<file path="src/ucfp_pkg.sv">
// ----------------------------------------------------------------------------
// ucfp_pkg
// Shared types and constants for the command frame parser.
// ----------------------------------------------------------------------------
package ucfp_pkg;

  // frame layout
  localparam int unsigned FRAME_LEN = 9;
  localparam int unsigned POS_W     = 4;
  localparam int unsigned BYTE_W    = 8;
  localparam int unsigned CMD_W     = 16;

  // byte positions inside a frame
  localparam logic [POS_W-1:0] POS_SPEED_HI = POS_W'(1);
  localparam logic [POS_W-1:0] POS_SPEED_LO = POS_W'(2);
  localparam logic [POS_W-1:0] POS_POWER_HI = POS_W'(3);
  localparam logic [POS_W-1:0] POS_POWER_LO = POS_W'(4);
  localparam logic [POS_W-1:0] POS_CHECKSUM = POS_W'(FRAME_LEN - 2);

  // register reset values
  localparam logic [BYTE_W-1:0] HEADER_RST = 8'hAA;
  localparam logic [BYTE_W-1:0] TAIL_RST   = 8'h55;

  // configuration port
  localparam int unsigned CFG_ADDR_W = 2;

  typedef enum logic [CFG_ADDR_W-1:0] {
    REG_HEADER = 2'd0,
    REG_TAIL   = 2'd1
  } cfg_reg_t;

  // result status codes
  typedef enum logic [1:0] {
    ST_GOOD     = 2'd0,
    ST_BAD_TAIL = 2'd1,
    ST_BAD_SUM  = 2'd2
  } frame_status_t;

  // result tdata width: speed, power, clear, stop, padded to bytes
  localparam int unsigned OUT_DATA_W = 40;

endpackage

</file>
<file path="src/uart_command_frame_parser.sv">
// ----------------------------------------------------------------------------
// uart_command_frame_parser
// Hunts for a header byte, collects a nine-byte command frame, checks tail
// and checksum and reports one status request per frame.
// ----------------------------------------------------------------------------
// Takes one received byte per clock cycle. While hunting, bytes other than the
// header are dropped. A header opens a nine-byte frame (header, speed hi/lo,
// power hi/lo, two reserved, checksum, tail); the checksum is the low byte of
// the sum of the first seven bytes. In the cycle after the tail byte is taken, a
// result request appears on the out_ channel: status in out_tuser, commands in
// out_tdata, zeroed unless the frame is good. The result sits in a single
// output register; a byte is taken in any cycle in which that register is
// empty or being drained, so with out_tready high the rate is one byte per
// cycle. No other byte produces a result.
module uart_command_frame_parser (
  input  logic                            clk,
  input  logic                            rst_n,
  // input stream; tdata: rx_byte[7:0]
  input  logic                            in_tvalid,
  output logic                            in_tready,
  input  logic [7:0]                      in_tdata,
  // result stream; tdata: speed_command[15:0], power_limit[31:16],
  // clear_error[32], stop_request[33], zero pad[39:34]
  output logic                            out_tvalid,
  input  logic                            out_tready,
  output logic [ucfp_pkg::OUT_DATA_W-1:0] out_tdata,
  // result tuser: frame_status[1:0]
  output logic [1:0]                      out_tuser,
  // configuration writes
  input  logic                            cfg_valid,
  output logic                            cfg_ready,
  input  logic [ucfp_pkg::CFG_ADDR_W-1:0] cfg_addr,
  input  logic [7:0]                      cfg_data
);
  import ucfp_pkg::*;

  logic [BYTE_W-1:0] header_r, tail_r;
  logic              in_frame_r, in_frame_nxt;
  logic [POS_W-1:0]  pos_r, pos_nxt;
  logic [BYTE_W-1:0] sum_r, sum_nxt;
  logic [CMD_W-1:0]  speed_r, speed_nxt;
  logic [CMD_W-1:0]  power_r, power_nxt;
  logic [BYTE_W-1:0] chk_r, chk_nxt;

  logic              out_valid_r;
  frame_status_t     status_r, status_nxt;
  logic [CMD_W-1:0]  out_speed_r, out_speed_nxt;
  logic [CMD_W-1:0]  out_power_r, out_power_nxt;
  logic              clear_r, clear_nxt;
  logic              stop_r, stop_nxt;

  logic              in_acc;
  logic              at_tail;
  logic              frame_done;

  // handshakes
  assign cfg_ready = 1'b1;
  assign in_tready = !out_valid_r || out_tready;
  assign in_acc    = in_tvalid && in_tready;

  // position eight or beyond closes the frame
  assign at_tail    = in_frame_r && (pos_r > POS_CHECKSUM);
  assign frame_done = in_acc && at_tail;

  // configuration registers
  always_ff @(posedge clk) begin
    if (!rst_n) begin
      header_r <= HEADER_RST;
      tail_r   <= TAIL_RST;
    end else if (cfg_valid && cfg_ready) begin
      case (cfg_addr)
        REG_HEADER: header_r <= cfg_data;
        REG_TAIL:   tail_r   <= cfg_data;
        default: ;
      endcase
    end
  end

  // frame collection
  always_comb begin
    in_frame_nxt = in_frame_r;
    pos_nxt      = pos_r;
    sum_nxt      = sum_r;
    speed_nxt    = speed_r;
    power_nxt    = power_r;
    chk_nxt      = chk_r;
    if (in_acc) begin
      if (!in_frame_r) begin
        if (in_tdata == header_r) begin
          in_frame_nxt = 1'b1;
          pos_nxt      = POS_W'(1);
          sum_nxt      = in_tdata;
        end
      end else if (at_tail) begin
        in_frame_nxt = 1'b0;
        pos_nxt      = '0;
        sum_nxt      = '0;
      end else if (pos_r == POS_CHECKSUM) begin
        chk_nxt = in_tdata;
        pos_nxt = pos_r + POS_W'(1);
      end else begin
        sum_nxt = sum_r + in_tdata;
        pos_nxt = pos_r + POS_W'(1);
        case (pos_r)
          POS_SPEED_HI: speed_nxt[15:8] = in_tdata;
          POS_SPEED_LO: speed_nxt[7:0]  = in_tdata;
          POS_POWER_HI: power_nxt[15:8] = in_tdata;
          POS_POWER_LO: power_nxt[7:0]  = in_tdata;
          default: ;
        endcase
      end
    end
  end

  always_ff @(posedge clk) begin
    if (!rst_n) begin
      in_frame_r <= 1'b0;
      pos_r      <= '0;
      sum_r      <= '0;
    end else begin
      in_frame_r <= in_frame_nxt;
      pos_r      <= pos_nxt;
      sum_r      <= sum_nxt;
    end
  end

  always_ff @(posedge clk) begin
    speed_r <= speed_nxt;
    power_r <= power_nxt;
    chk_r   <= chk_nxt;
  end

  // status and result fields; tail checked before checksum
  always_comb begin
    if (in_tdata != tail_r)  status_nxt = ST_BAD_TAIL;
    else if (sum_r != chk_r) status_nxt = ST_BAD_SUM;
    else                     status_nxt = ST_GOOD;
    if (status_nxt == ST_GOOD) begin
      out_speed_nxt = speed_r;
      out_power_nxt = power_r;
      clear_nxt     = (speed_r != '0);
      stop_nxt      = (speed_r == '0);
    end else begin
      out_speed_nxt = '0;
      out_power_nxt = '0;
      clear_nxt     = 1'b0;
      stop_nxt      = 1'b0;
    end
  end

  // output register
  always_ff @(posedge clk) begin
    if (!rst_n) begin
      out_valid_r <= 1'b0;
    end else if (frame_done) begin
      out_valid_r <= 1'b1;
    end else if (out_tready) begin
      out_valid_r <= 1'b0;
    end
  end

  always_ff @(posedge clk) begin
    if (frame_done) begin
      status_r    <= status_nxt;
      out_speed_r <= out_speed_nxt;
      out_power_r <= out_power_nxt;
      clear_r     <= clear_nxt;
      stop_r      <= stop_nxt;
    end
  end

  assign out_tvalid = out_valid_r;
  assign out_tuser  = status_r;
  assign out_tdata  = {6'b0, stop_r, clear_r, out_power_r, out_speed_r};

  // a tail byte taken always yields a result request next cycle
  a_tail_gives_result: assert property (@(posedge clk) disable iff (!rst_n)
    frame_done |=> out_valid_r)
    else $error("tail byte accepted without a result");

  // bad frames carry zero payload
  a_bad_zero: assert property (@(posedge clk) disable iff (!rst_n)
    (out_valid_r && status_r != ST_GOOD) |->
      (out_speed_r == '0 && out_power_r == '0 && !clear_r && !stop_r))
    else $error("bad frame with nonzero payload");

  // good frames ask for exactly one of clear and stop
  a_good_one_cmd: assert property (@(posedge clk) disable iff (!rst_n)
    (out_valid_r && status_r == ST_GOOD) |-> (clear_r ^ stop_r))
    else $error("good frame with inconsistent clear/stop");

  // hunting keeps the position at zero
  a_hunt_pos: assert property (@(posedge clk) disable iff (!rst_n)
    !in_frame_r |-> (pos_r == '0))
    else $error("position nonzero while hunting");

endmodule
</file>
<file path="config.mk">
export PLATFORM = sky130hd
export DESIGN_NAME = uart_command_frame_parser
export DESIGN_NICKNAME = d
export VERILOG_FILES = /design/src/ucfp_pkg.sv /design/src/uart_command_frame_parser.sv
export SDC_FILE = /design/constraint.sdc
export NUM_CORES = 1
export LEC_CHECK = 0
export ABC_AREA = 1
export BUFFER_PORTS_ARGS = -buffer_cell sky130_fd_sc_hd__buf_4
export CAP_MARGIN = 5
export CORE_MARGIN = 5
export CORE_UTILIZATION = 24
export CTS_BUF_LIST = sky130_fd_sc_hd__clkbuf_16
export DETAILED_ROUTE_END_ITERATION = 7
export PLACE_DENSITY_LB_ADDON = 0.25
export SETUP_SLACK_MARGIN = 0.1
export SYNTH_ARGS = -nofsm -noshare
export SYNTH_HDL_FRONTEND = slang
export SYNTH_SLANG_ARGS = --single-unit
export TNS_END_PERCENT = 30
</file>
<file path="constraint.sdc">
create_clock -name clk -period 2.8 [get_ports clk]
set_input_delay 0.56 -clock clk [delete_from_list [all_inputs] [get_ports clk]]
set_output_delay 0.56 -clock clk [all_outputs]
set_load 0.01 [all_outputs]
</file>
==> impl_summary.txt, run 1 <==
----------------------------------------------------
[Run status]
  Outcome ... finished clean

[Floorplanning]
  Core Box Area ... 0.0194 mm2
  IO Pins ... 68
  DIE AREA ... 0.0226 mm2
  Die boundary width ... 150 um
  Effective utilization at floorplan ... 24.3%
  Die Y ... 150 um
  Site row count ... 51

[CTS]
  CTS clock-pin slew for the worst setup and hold paths ... 70 ps
  Post-cts repair resize count ... 0
  Longest Clk Path Bufs ... 2
  Number of buffers added for setup after CTS ... 0
  Number of hold buffers added after cts ... 0
  Clock tree from TritonCTS ... yes
  Clock latency on the worst-skew pair ... 350 ps
  Clock tree root buffer cell ... sky130_fd_sc_hd__clkbuf_16
  Count of H-tree levels built during CTS ... 3
  Clock Sinks ... 106
  CTS buffer count ... 9

[Timing]
  Endpoints failing setup ... 0
  Final max-slew violation count ... 0
  Slew Limit Headroom ... 66.3%
  Final hold violation count ... 0
  Clock skew after layout ... 4.74 ps
  Highest achievable clock rate ... 571 MHz
  Unrepaired setup endpoints after global routing ... no
  Period utilization ... 62.6%
  Final worst-path setup slack ... 1050 ps
  TNS Setup ... 0 ps
  Slew of the pin with the lowest slew margin ... 503 ps
  Time the final worst path needs with I/O delays and setup ... 1750 ps
  Worst Hold Slack ... 439 ps

[Power and ir drop]
  Fraction of power consumed by combinational cells ... 4.8%
  Switching power ... 0.000648 W
  PwrDens ... 522 mW/mm2
  Lkg Pwr ... 2.42 nW
  Switching share of power ... 21.7%
  Worst vdd rail ir drop ... 0.235 mV
  Clock share of power ... 38.7%
  Internal ... 0.00234 W
  Share of total power in sequential cells ... 56.5%

[Worst hold path]
  Launch instance of the worst min-delay path ... cfg_data[0]
  WHS Endpoint ... tail_r[0]
  Worst hold path cell count ... 3
  Path type of the worst min-delay path ... in2reg

[Yosys]
  Number of unique standard cell types used by synthesis ... 30
  Number of instances in the synthesized netlist ... 480
  Post-synthesis sequential area ratio ... 61.1%
  Post-synthesis sequential element count ... 106
  Average cell area after synthesis ... 9.82 um2
  Count of warnings emitted by yosys ... 0
  Ys async rst share ... 0%
  Primary FF master, synth ... sky130_fd_sc_hd__edfxtp_1
  Netlist area before placement ... 0.00472 mm2
  Number of synthesized flops with an enable pin ... 76

[Setup path]
  Ordered list of cells on the worst path ... inv_2, nor2_1, buf_4, nand2_1, nor2_1, buf_4
  Type of element capturing the critical path ... register
  Kind of cell adding the most delay to the critical path ... buffers and inverters
  Depth of the worst register-to-register path ... 6
  Worst EP required ... 2860 ps
  Critical path startpoint category ... register
  Crit Reg-Reg Startpoint ... in_frame_r
  Setup slack on the worst flop-to-flop path ... 1050 ps
  Critical path type ... reg2reg
  Critical Path AT ... 1810 ps
  Crit-path max cell delay ... 500 ps
  Highest fanout seen on the critical path ... 11
  Cell at the slowest stage of the critical path ... sky130_fd_sc_hd__dfxtp_1
  Buffering stage count on the worst path with inverters included ... 3
  Worst Setup SP ... in_frame_r
  Endpoint of the most critical register-to-register path ... chk_r[3]

[Routing]
  Total Wirelength ... 10200 um
  Post-route DRC ... 0
  Number of antenna-violating nets in the routed design ... 0
  Detailed Route Iter0 Violations ... 163
  Routed length per instance ... 12.5 um
  Vias post-DR ... 3250
  Detailed-routing iteration count for the pre-antenna-repair pass ... 4
  Via density per instance ... 3.98

[Finish]
  Net count, final ... 582
  Filler cell count ... 2081
  Final antenna diode count ... 0
  Commonest non-fill, non-tap cells in the layout ... sky130_fd_sc_hd__nand2_1 (101), sky130_fd_sc_hd__edfxtp_1 (76), sky130_fd_sc_hd__nor2_1 (73)
  Post-route cell area ... 0.00572 mm2
  Proportion of layout cells with a drive suffix above 1 ... 17.2%
  Synthesis-to-finish area growth ... 21.2%
  Most frequent standard cell in the layout excluding fill and tap cells ... sky130_fd_sc_hd__nand2_1

[Global routing]
  Leftover overflow at the end of global routing ... 0
  Largest net degree at the start of global routing ... 37
  First-pass GRT wire length ... 16400 um
  Number of global-route vias before repair ... 3174
  Global-route usage over all layers ... 9.51%
  Initial antenna violation count ... 0

[Placement]
  Half-perimeter wire length of the detailed placement result ... 7390 um
  Final weighted congestion in routability-driven placement ... 0.810
  Post-Place Setup Slack ... 689 ps
  I/O Buffers ... 60
  Placed Instance Area ... 0.00545 mm2

[Run]
  Maximum Capacitance Violations ... 0

----------------------------------------------------
-- Yosys cell counts, drive strengths merged, types with 2 or more instances --
master	number	area, um2
nand2	104	403
edfxtp	76	2280
nor2	74	278
inv	71	267
dfxtp	30	601
nand3	23	128
buf	15	128
xnor2	15	131
o21ai	14	70.1
a21oi	12	60.1
ha	11	138
nand4	11	68.8
or2	6	37.5
nor3	4	25.0
nor3b	3	22.5
clkbuf	2	11.3
conb	2	7.51
o211ai	2	15.0
-- power groups by stage --
stage               registers (W)  logic [W]  clock network (W)
CTS                       0.00169   0.000145            0.00121
global placement          0.00172   0.000144                  0
global route              0.00169   0.000163            0.00128
floorplan                 0.00172  0.0000845                  0
detailed placement        0.00172   0.000144                  0
finish                    0.00169   0.000142            0.00116
-- sequential cells by signal (all words and copies together) (netlist names) --
name	count
header_r	8
tail_r	8
out_tuser	2
pos_r	4
sum_r	8
in_frame_r	1
out_power_r	16
speed_r	16
out_tvalid	1
stop_r	1
chk_r	8
out_speed_r	16
power_r	16
clear_r	1
-- cell families after synthesis --
logic type | count (synthesis) | share of synthesized area (%)
flip-flops | 106 | 61.1
AO/OA/AOI/OAI | 29 | 3.21
other | 2 | 0.159
AND/OR/NAND/NOR | 227 | 20.7
buffers and inverters | 89 | 8.68
XOR/XNOR | 15 | 2.79
adder cells (fa/ha/maj) | 12 | 3.34
-- how the worst max path moves through the flow --
stage                  endpoint  slack [ps]  cells past startpoint
finish                 chk_r[3]        1050                      6
global route           chk_r[3]         880                      6
CTS                 speed_r[10]        1020                      6
detailed placement  speed_r[10]         690                      8
global placement    speed_r[10]         700                      8
floorplan           power_r[10]         520                      6
-- per-stage QoR --
stage,util (%),power (W),cells
3_5_place_dp,28.1,0.00187,801
5_1_grt,29.5,0.00313,817
3_3_place_gp,28.1,0.00187,801
4_1_cts,29.5,0.00304,817
6_report,29.5,0.00299,817
2_1_floorplan,-,0.00181,485
-- layer usage --
layer	track usage, %	share of wire (%)	wire [um]
met5	0	0	0
met4	3.25	1.8	181
met3	3.04	5.6	576
met2	15.3	46	4670
met1	12.1	47	4800
-- cell type report --
class | instances | area [um2] | share of cell area (%)
Sequential cell | 106 | 2880 | 50.4
Multi-Input combinational cell | 290 | 1450 | 25.4
Timing Repair Buffer | 68 | 510 | 8.93
Tap cell | 265 | 332 | 5.80
Inverter | 72 | 270 | 4.73
Clock buffer | 9 | 225 | 3.94
Clock inverter | 7 | 46.3 | 0.810
-- worst reg2reg max path, stage by stage (launching register included) --
cell,delay [ps]
sky130_fd_sc_hd__dfxtp_1,500
sky130_fd_sc_hd__inv_2,170
sky130_fd_sc_hd__nor2_1,160
sky130_fd_sc_hd__buf_4,210
sky130_fd_sc_hd__nand2_1,130
sky130_fd_sc_hd__nor2_1,110
sky130_fd_sc_hd__buf_4,180
No activity file was read; power rests on OpenSTA's default activity.
==> run 2: changes to the inputs <==
Clock period 2.8 ns to 1.7 ns, I/O delays scaled along.
==> run 2 against run 1 <==
Sequential share of layout area is 2.5 points lower. Flip-flop and latch count stayed put. Via count is 2.8% higher. Global-route usage is 0.47 points higher. Utilization is 1.5 points higher. Final cell count is 3.4% higher. Non-clock buffer count is 28 higher. Routed wire length is 4.4% higher. Register-to-register slack worse by 890 ps. Sequential power is 64% higher. Critical path type unchanged. Critical endpoint is now clear_r. Largest cell class unchanged.
==> impl_summary.txt, run 2 (synthesized netlist as in run 1, its figures left out) <==
----------------------------------------------------
[Power and ir drop]
  Switching power ... 0.00113 W
  Switching share of power ... 22.5%
  Total Power Consumption ... 0.00502 W
  PwrDens ... 834 mW/mm2
  Clock share of power ... 39.0%
  Share of total power in sequential cells ... 55.4%
  Internal ... 0.00389 W
  Worst vdd rail ir drop ... 0.425 mV
  Fraction of power consumed by combinational cells ... 5.6%
  Lkg Pwr ... 2.56 nW

[Timing]
  Period utilization ... 90.8%
  Final max-slew violation count ... 0
  Final worst-path setup slack ... 156 ps
  Clock skew after layout ... 6.26 ps
  Highest achievable clock rate ... 648 MHz
  Time the final worst path needs with I/O delays and setup ... 1540 ps
  Endpoints failing setup ... 0
  Unrepaired setup endpoints after global routing ... yes
  Final hold violation count ... 0

[Routing]
  Via density per instance ... 3.96
  Routed length per instance ... 12.6 um
  Detailed-routing iteration count for the pre-antenna-repair pass ... 5
  Detailed Route Iter0 Violations ... 139
  Number of antenna-violating nets in the routed design ... 0
  Vias post-DR ... 3342
  Post-route DRC ... 0
  Total Wirelength ... 10700 um

[Setup path]
  Type of element capturing the critical path ... register
  Critical path type ... reg2reg
  Worst EP required ... 1900 ps
  Critical Path AT ... 1750 ps
  Highest fanout seen on the critical path ... 34
  Critical path startpoint category ... register

[CTS]
  Longest Clk Path Bufs ... 2
  Count of H-tree levels built during CTS ... 3
  CTS clock-pin slew for the worst setup and hold paths ... 70 ps
  CTS buffer count ... 9
  Clock tree root buffer cell ... sky130_fd_sc_hd__clkbuf_16
  Clock Sinks ... 106
  Number of hold buffers added after cts ... 0
  Clock latency on the worst-skew pair ... 350 ps
  Clock tree from TritonCTS ... yes

[Finish]
  Filler cell count ... 2050
  Sequential cell area ... 0.00289 mm2
  Most frequent standard cell in the layout excluding fill and tap cells ... sky130_fd_sc_hd__nand2_1
  Commonest non-fill, non-tap cells in the layout ... sky130_fd_sc_hd__nand2_1 (100), sky130_fd_sc_hd__buf_4 (92), sky130_fd_sc_hd__edfxtp_1 (76)
  Synthesis-to-finish area growth ... 27.6%
  Proportion of layout cells with a drive suffix above 1 ... 23.3%
  Final antenna diode count ... 0
  Area of combinational cells with multiple inputs ... 0.00150 mm2
  Net count, final ... 610
  Core Util, Final ... 31.0%

[Placement]
  Half-perimeter wire length of the detailed placement result ... 7960 um
  I/O Buffers ... 60
  Post-Place Setup Slack ... -72.4 ps
  Final weighted congestion in routability-driven placement ... 0.882

[Worst hold path]
  Path type of the worst min-delay path ... in2reg

[Run status]
  Outcome ... finished clean

[Global routing]
  Global-route usage over all layers ... 9.98%
  Initial antenna violation count ... 0
  Number of global-route vias before repair ... 3247
  First-pass GRT wire length ... 17100 um
  Leftover overflow at the end of global routing ... 0
  Largest net degree at the start of global routing ... 37

[Floorplanning]
  IO Pins ... 68
  Core Box Area ... 0.0194 mm2
  Effective utilization at floorplan ... 24.3%
  Die Y ... 150 um
  DIE AREA ... 0.0226 mm2
  Die boundary width ... 150 um
  Site row count ... 51

[Run]
  Maximum Capacitance Violations ... 0

----------------------------------------------------
run 2: changes by cell type in the layout (fill, tap and decap cells not counted), sizes merged:
cell,change
buf,+28
clkinv,-1
clkinvlp,+1
run 2: power by group through the flow:
stage          Combinational [W]  Sequential, W  Clock (W)
4_1_cts                 0.000284        0.00278    0.00204
3_5_place_dp            0.000282        0.00284          0
3_3_place_gp            0.000281        0.00284          0
2_1_floorplan           0.000140        0.00284          0
6_report                0.000281        0.00278    0.00196
5_1_grt                 0.000318        0.00278    0.00214
run 2: per-layer routing:
layer | share of wire, % | vias up | wire length, um | track usage, %
li1 | - | 1719 | - | -
met1 | 47 | 1527 | 4990 | 12.9
met2 | 45 | 87 | 4850 | 16.0
met3 | 6.5 | 9 | 690 | 3.46
met4 | 1.4 | 0 | 145 | 2.65
met5 | 0 | - | 0 | 0
run 2: final timing paths:
path	from	endpoint	slack, ps	depth (start not counted)
setup / recovery	chk_r[2]	clear_r	160	6
hold / removal	cfg_data[2]	tail_r[2]	220	3
setup reg to reg	chk_r[2]	clear_r	160	6
hold reg to reg	header_r[0]	header_r[0]	470	2
run 2: area by class of cell:
cell class | count | area share, %
clock buffers | 9 | 3.74
inverters | 72 | 4.49
well taps | 265 | 5.51
repair buffers | 96 | 12.5
flip-flops and latches | 106 | 48.0
multi-input cells | 290 | 25.0
clock inverters | 7 | 0.811
run 2: timing repair:
| item | in CTS | in global routing |
|---|---|---|
| setup endpoints to repair | 61 | 78 |
| gates resized for setup | 3 | 13 |
| pin swaps | 0 | 5 |
| buffers inserted | 0 | 1 |
run 2: critical path, cell delays in order (launching register included):
cell	delay (ps)
sky130_fd_sc_hd__edfxtp_1	380
sky130_fd_sc_hd__xnor2_1	170
sky130_fd_sc_hd__nand4_1	130
sky130_fd_sc_hd__nor3_2	270
sky130_fd_sc_hd__nand2_1	130
sky130_fd_sc_hd__buf_12	180
sky130_fd_sc_hd__a21oi_1	130
run 2: metrics by stage:
| step | cell area [um2] | std cells | hold WS (ps) | setup TNS, ps |
|---|---|---|---|---|
| after floorplan | 4760 | 485 | 439 | -4970 |
| after global placement | 5680 | 828 | 455 | -1940 |
| after detailed placement | 5680 | 828 | 459 | -1990 |
| after CTS | 5960 | 844 | 202 | 0 |
| after global routing | 6020 | 845 | 215 | 0 |
| final | 6020 | 845 | 219 | 0 |
==> run 3: changes to the inputs <==
Settings changed: CAP_MARGIN 5 to unset, GPL_TIMING_DRIVEN set to 0.
==> run 3 against run 2 <==
Worst setup slack lost 31 ps. Design area grew 2.2%. Largest cell class unchanged. Routed wire length shrank 1.7%.
==> impl_summary.txt, run 3 (synthesized netlist as in run 1, its figures left out) <==
----------------------------------------------------
[Run status]
  Outcome ... finished clean

[Power and ir drop]
  Worst vdd rail ir drop ... 0.365 mV
  Switching power ... 0.00113 W
  Switching share of power ... 22.0%
  PwrDens ... 839 mW/mm2
  Fraction of power consumed by combinational cells ... 5.2%
  Internal ... 0.00403 W
  Share of total power in sequential cells ... 53.8%
  Lkg Pwr ... 2.57 nW
  Clock share of power ... 41.0%

[Global routing]
  Global-route usage over all layers ... 9.66%
  Initial antenna violation count ... 0
  Leftover overflow at the end of global routing ... 0
  First-pass GRT wire length ... 16600 um
  Number of global-route vias before repair ... 3132
  Largest net degree at the start of global routing ... 19

[Floorplanning]
  Site row count ... 51
  DIE AREA ... 0.0226 mm2
  IO Pins ... 68
  Die Y ... 150 um
  Die boundary width ... 150 um
  Effective utilization at floorplan ... 24.3%
  Core Box Area ... 0.0194 mm2

[Routing]
  Vias post-DR ... 3288
  Detailed Route Iter0 Violations ... 149
  Detailed-routing iteration count for the pre-antenna-repair pass ... 4
  Routed length per instance ... 12.6 um
  Via density per instance ... 3.94
  Total Wirelength ... 10500 um
  Post-route DRC ... 0
  Number of antenna-violating nets in the routed design ... 0

[Finish]
  Area of combinational cells with multiple inputs ... 0.00163 mm2
  Final antenna diode count ... 0
  Sequential cell area ... 0.00289 mm2
  Proportion of layout cells with a drive suffix above 1 ... 25.7%
  Filler cell count ... 2046
  Commonest non-fill, non-tap cells in the layout ... sky130_fd_sc_hd__nand2_1 (98), sky130_fd_sc_hd__edfxtp_1 (76), sky130_fd_sc_hd__buf_4 (71)
  Net count, final ... 599
  Post-route cell area ... 0.00615 mm2
  Most frequent standard cell in the layout excluding fill and tap cells ... sky130_fd_sc_hd__nand2_1
  Synthesis-to-finish area growth ... 30.4%

[Setup path]
  Critical Path AT ... 1650 ps
  Critical path startpoint category ... register
  Critical path type ... reg2reg
  Setup slack on the worst flop-to-flop path ... 130 ps
  Worst EP required ... 1780 ps
  Worst Setup SP ... in_frame_r
  Type of element capturing the critical path ... register
  Worst setup endpoint ... speed_r[6]
  Highest fanout seen on the critical path ... 10
  Crit Reg-Reg Startpoint ... in_frame_r
  Endpoint of the most critical register-to-register path ... speed_r[6]
  Depth of the worst register-to-register path ... 6

[CTS]
  Longest Clk Path Bufs ... 2
  Clock tree from TritonCTS ... yes
  Clock latency on the worst-skew pair ... 360 ps
  CTS clock-pin slew for the worst setup and hold paths ... 70 ps
  CTS buffer count ... 9
  Clock Sinks ... 106
  Clock tree root buffer cell ... sky130_fd_sc_hd__clkbuf_16
  Count of H-tree levels built during CTS ... 3

[Timing]
  Period utilization ... 92.6%
  Highest achievable clock rate ... 635 MHz
  Time the final worst path needs with I/O delays and setup ... 1570 ps
  TNS Setup ... 0 ps
  Slew Limit Headroom ... 58.2%
  Final max-slew violation count ... 0
  Clock skew after layout ... 10.4 ps
  Unrepaired setup endpoints after global routing ... yes
  Worst Hold Slack ... 211 ps
  Endpoints failing setup ... 0
  Final hold violation count ... 0
  Slew of the pin with the lowest slew margin ... 625 ps

[Placement]
  Final weighted congestion in routability-driven placement ... 0.790
  I/O Buffers ... 59
  Half-perimeter wire length of the detailed placement result ... 7490 um
  Placed Instance Area ... 0.00553 mm2

[Run]
  Maximum Capacitance Violations ... 0

[Worst hold path]
  Path type of the worst min-delay path ... in2reg

----------------------------------------------------
==> run 3: cell count changes in the layout (fill, tap and decap cells not counted), moves of 3 or more <==
cell / delta
sky130_fd_sc_hd__nor2_4: +3
sky130_fd_sc_hd__buf_4: -21
sky130_fd_sc_hd__nor2_2: +8
sky130_fd_sc_hd__buf_8: +3
sky130_fd_sc_hd__dfxtp_1: -4
sky130_fd_sc_hd__dfxtp_2: +3
sky130_fd_sc_hd__nor2_1: -10
==> run 3: final cells by class <==
cell class / count / area share [%]
inverters: 72 / 4.60
clock inverters: 7 / 1.22
flip-flops and latches: 106 / 47.0
clock buffers: 9 / 3.66
well taps: 265 / 5.39
repair buffers: 67 / 9.11
plain buffers: 17 / 2.50
multi-input cells: 291 / 26.5
==> run 3: how the worst min path moves through the flow <==
stage | to | slack (ps) | start | cells after the start
global route | header_r[6] | 220 | cfg_data[6] | 3
floorplan | chk_r[0] | 440 | in_tdata[0] | 0
CTS | tail_r[0] | 200 | cfg_data[0] | 3
finish | tail_r[0] | 210 | cfg_data[0] | 3
detailed placement | header_r[0] | 460 | header_r[0] | 2
global placement | header_r[4] | 460 | header_r[4] | 2
==> run 3: power by group through the flow <==
stage / clock network [W] / logic (W) / registers, W
finish: 0.00212 / 0.000266 / 0.00278
global route: 0.00230 / 0.000301 / 0.00278
CTS: 0.00217 / 0.000265 / 0.00278
detailed placement: 0 / 0.000254 / 0.00284
global placement: 0 / 0.000251 / 0.00284
floorplan: 0 / 0.000140 / 0.00284
==> run 3: routing by layer <==
| layer | track usage (%) | vias to the layer above | share of wire [%] |
|---|---|---|---|
| li1 | - | 1697 | - |
| met1 | 12.7 | 1509 | 47 |
| met2 | 15.3 | 73 | 45 |
| met3 | 3.43 | 9 | 6.2 |
| met4 | 2.24 | 0 | 1.1 |
| met5 | 0 | - | 0 |
==> run 3: through the flow <==
| step | util [%] | std cells | power (W) | worst slack, ps |
|---|---|---|---|---|
| floorplan | - | 485 | 0.00297 | -163 |
| global placement | 28.5 | 809 | 0.00309 | -532 |
| detailed placement | 28.5 | 809 | 0.00309 | -578 |
| CTS | 31.0 | 832 | 0.00521 | 6.46 |
| global route | 31.7 | 834 | 0.00538 | -19.9 |
| finish | 31.7 | 834 | 0.00516 | 125 |
==> run 3: repair_timing <==
| action | CTS | global route |
|---|---|---|
| buffers inserted | 6 | 2 |
| cloned | 1 | 0 |
| gates resized for setup | 25 | 31 |
| endpoints found under the setup margin | 111 | 93 |
| pin swaps | 5 | 14 |
| hold buffers | 0 | 0 |
==> run 3: critical path: stages (launching register included) <==
cell and delay [ps]:
sky130_fd_sc_hd__dfxtp_4 410, sky130_fd_sc_hd__inv_8 70, sky130_fd_sc_hd__nor2_4 130, sky130_fd_sc_hd__buf_8 160
sky130_fd_sc_hd__nand3_4 130, sky130_fd_sc_hd__nor3b_4 240, sky130_fd_sc_hd__buf_12 150
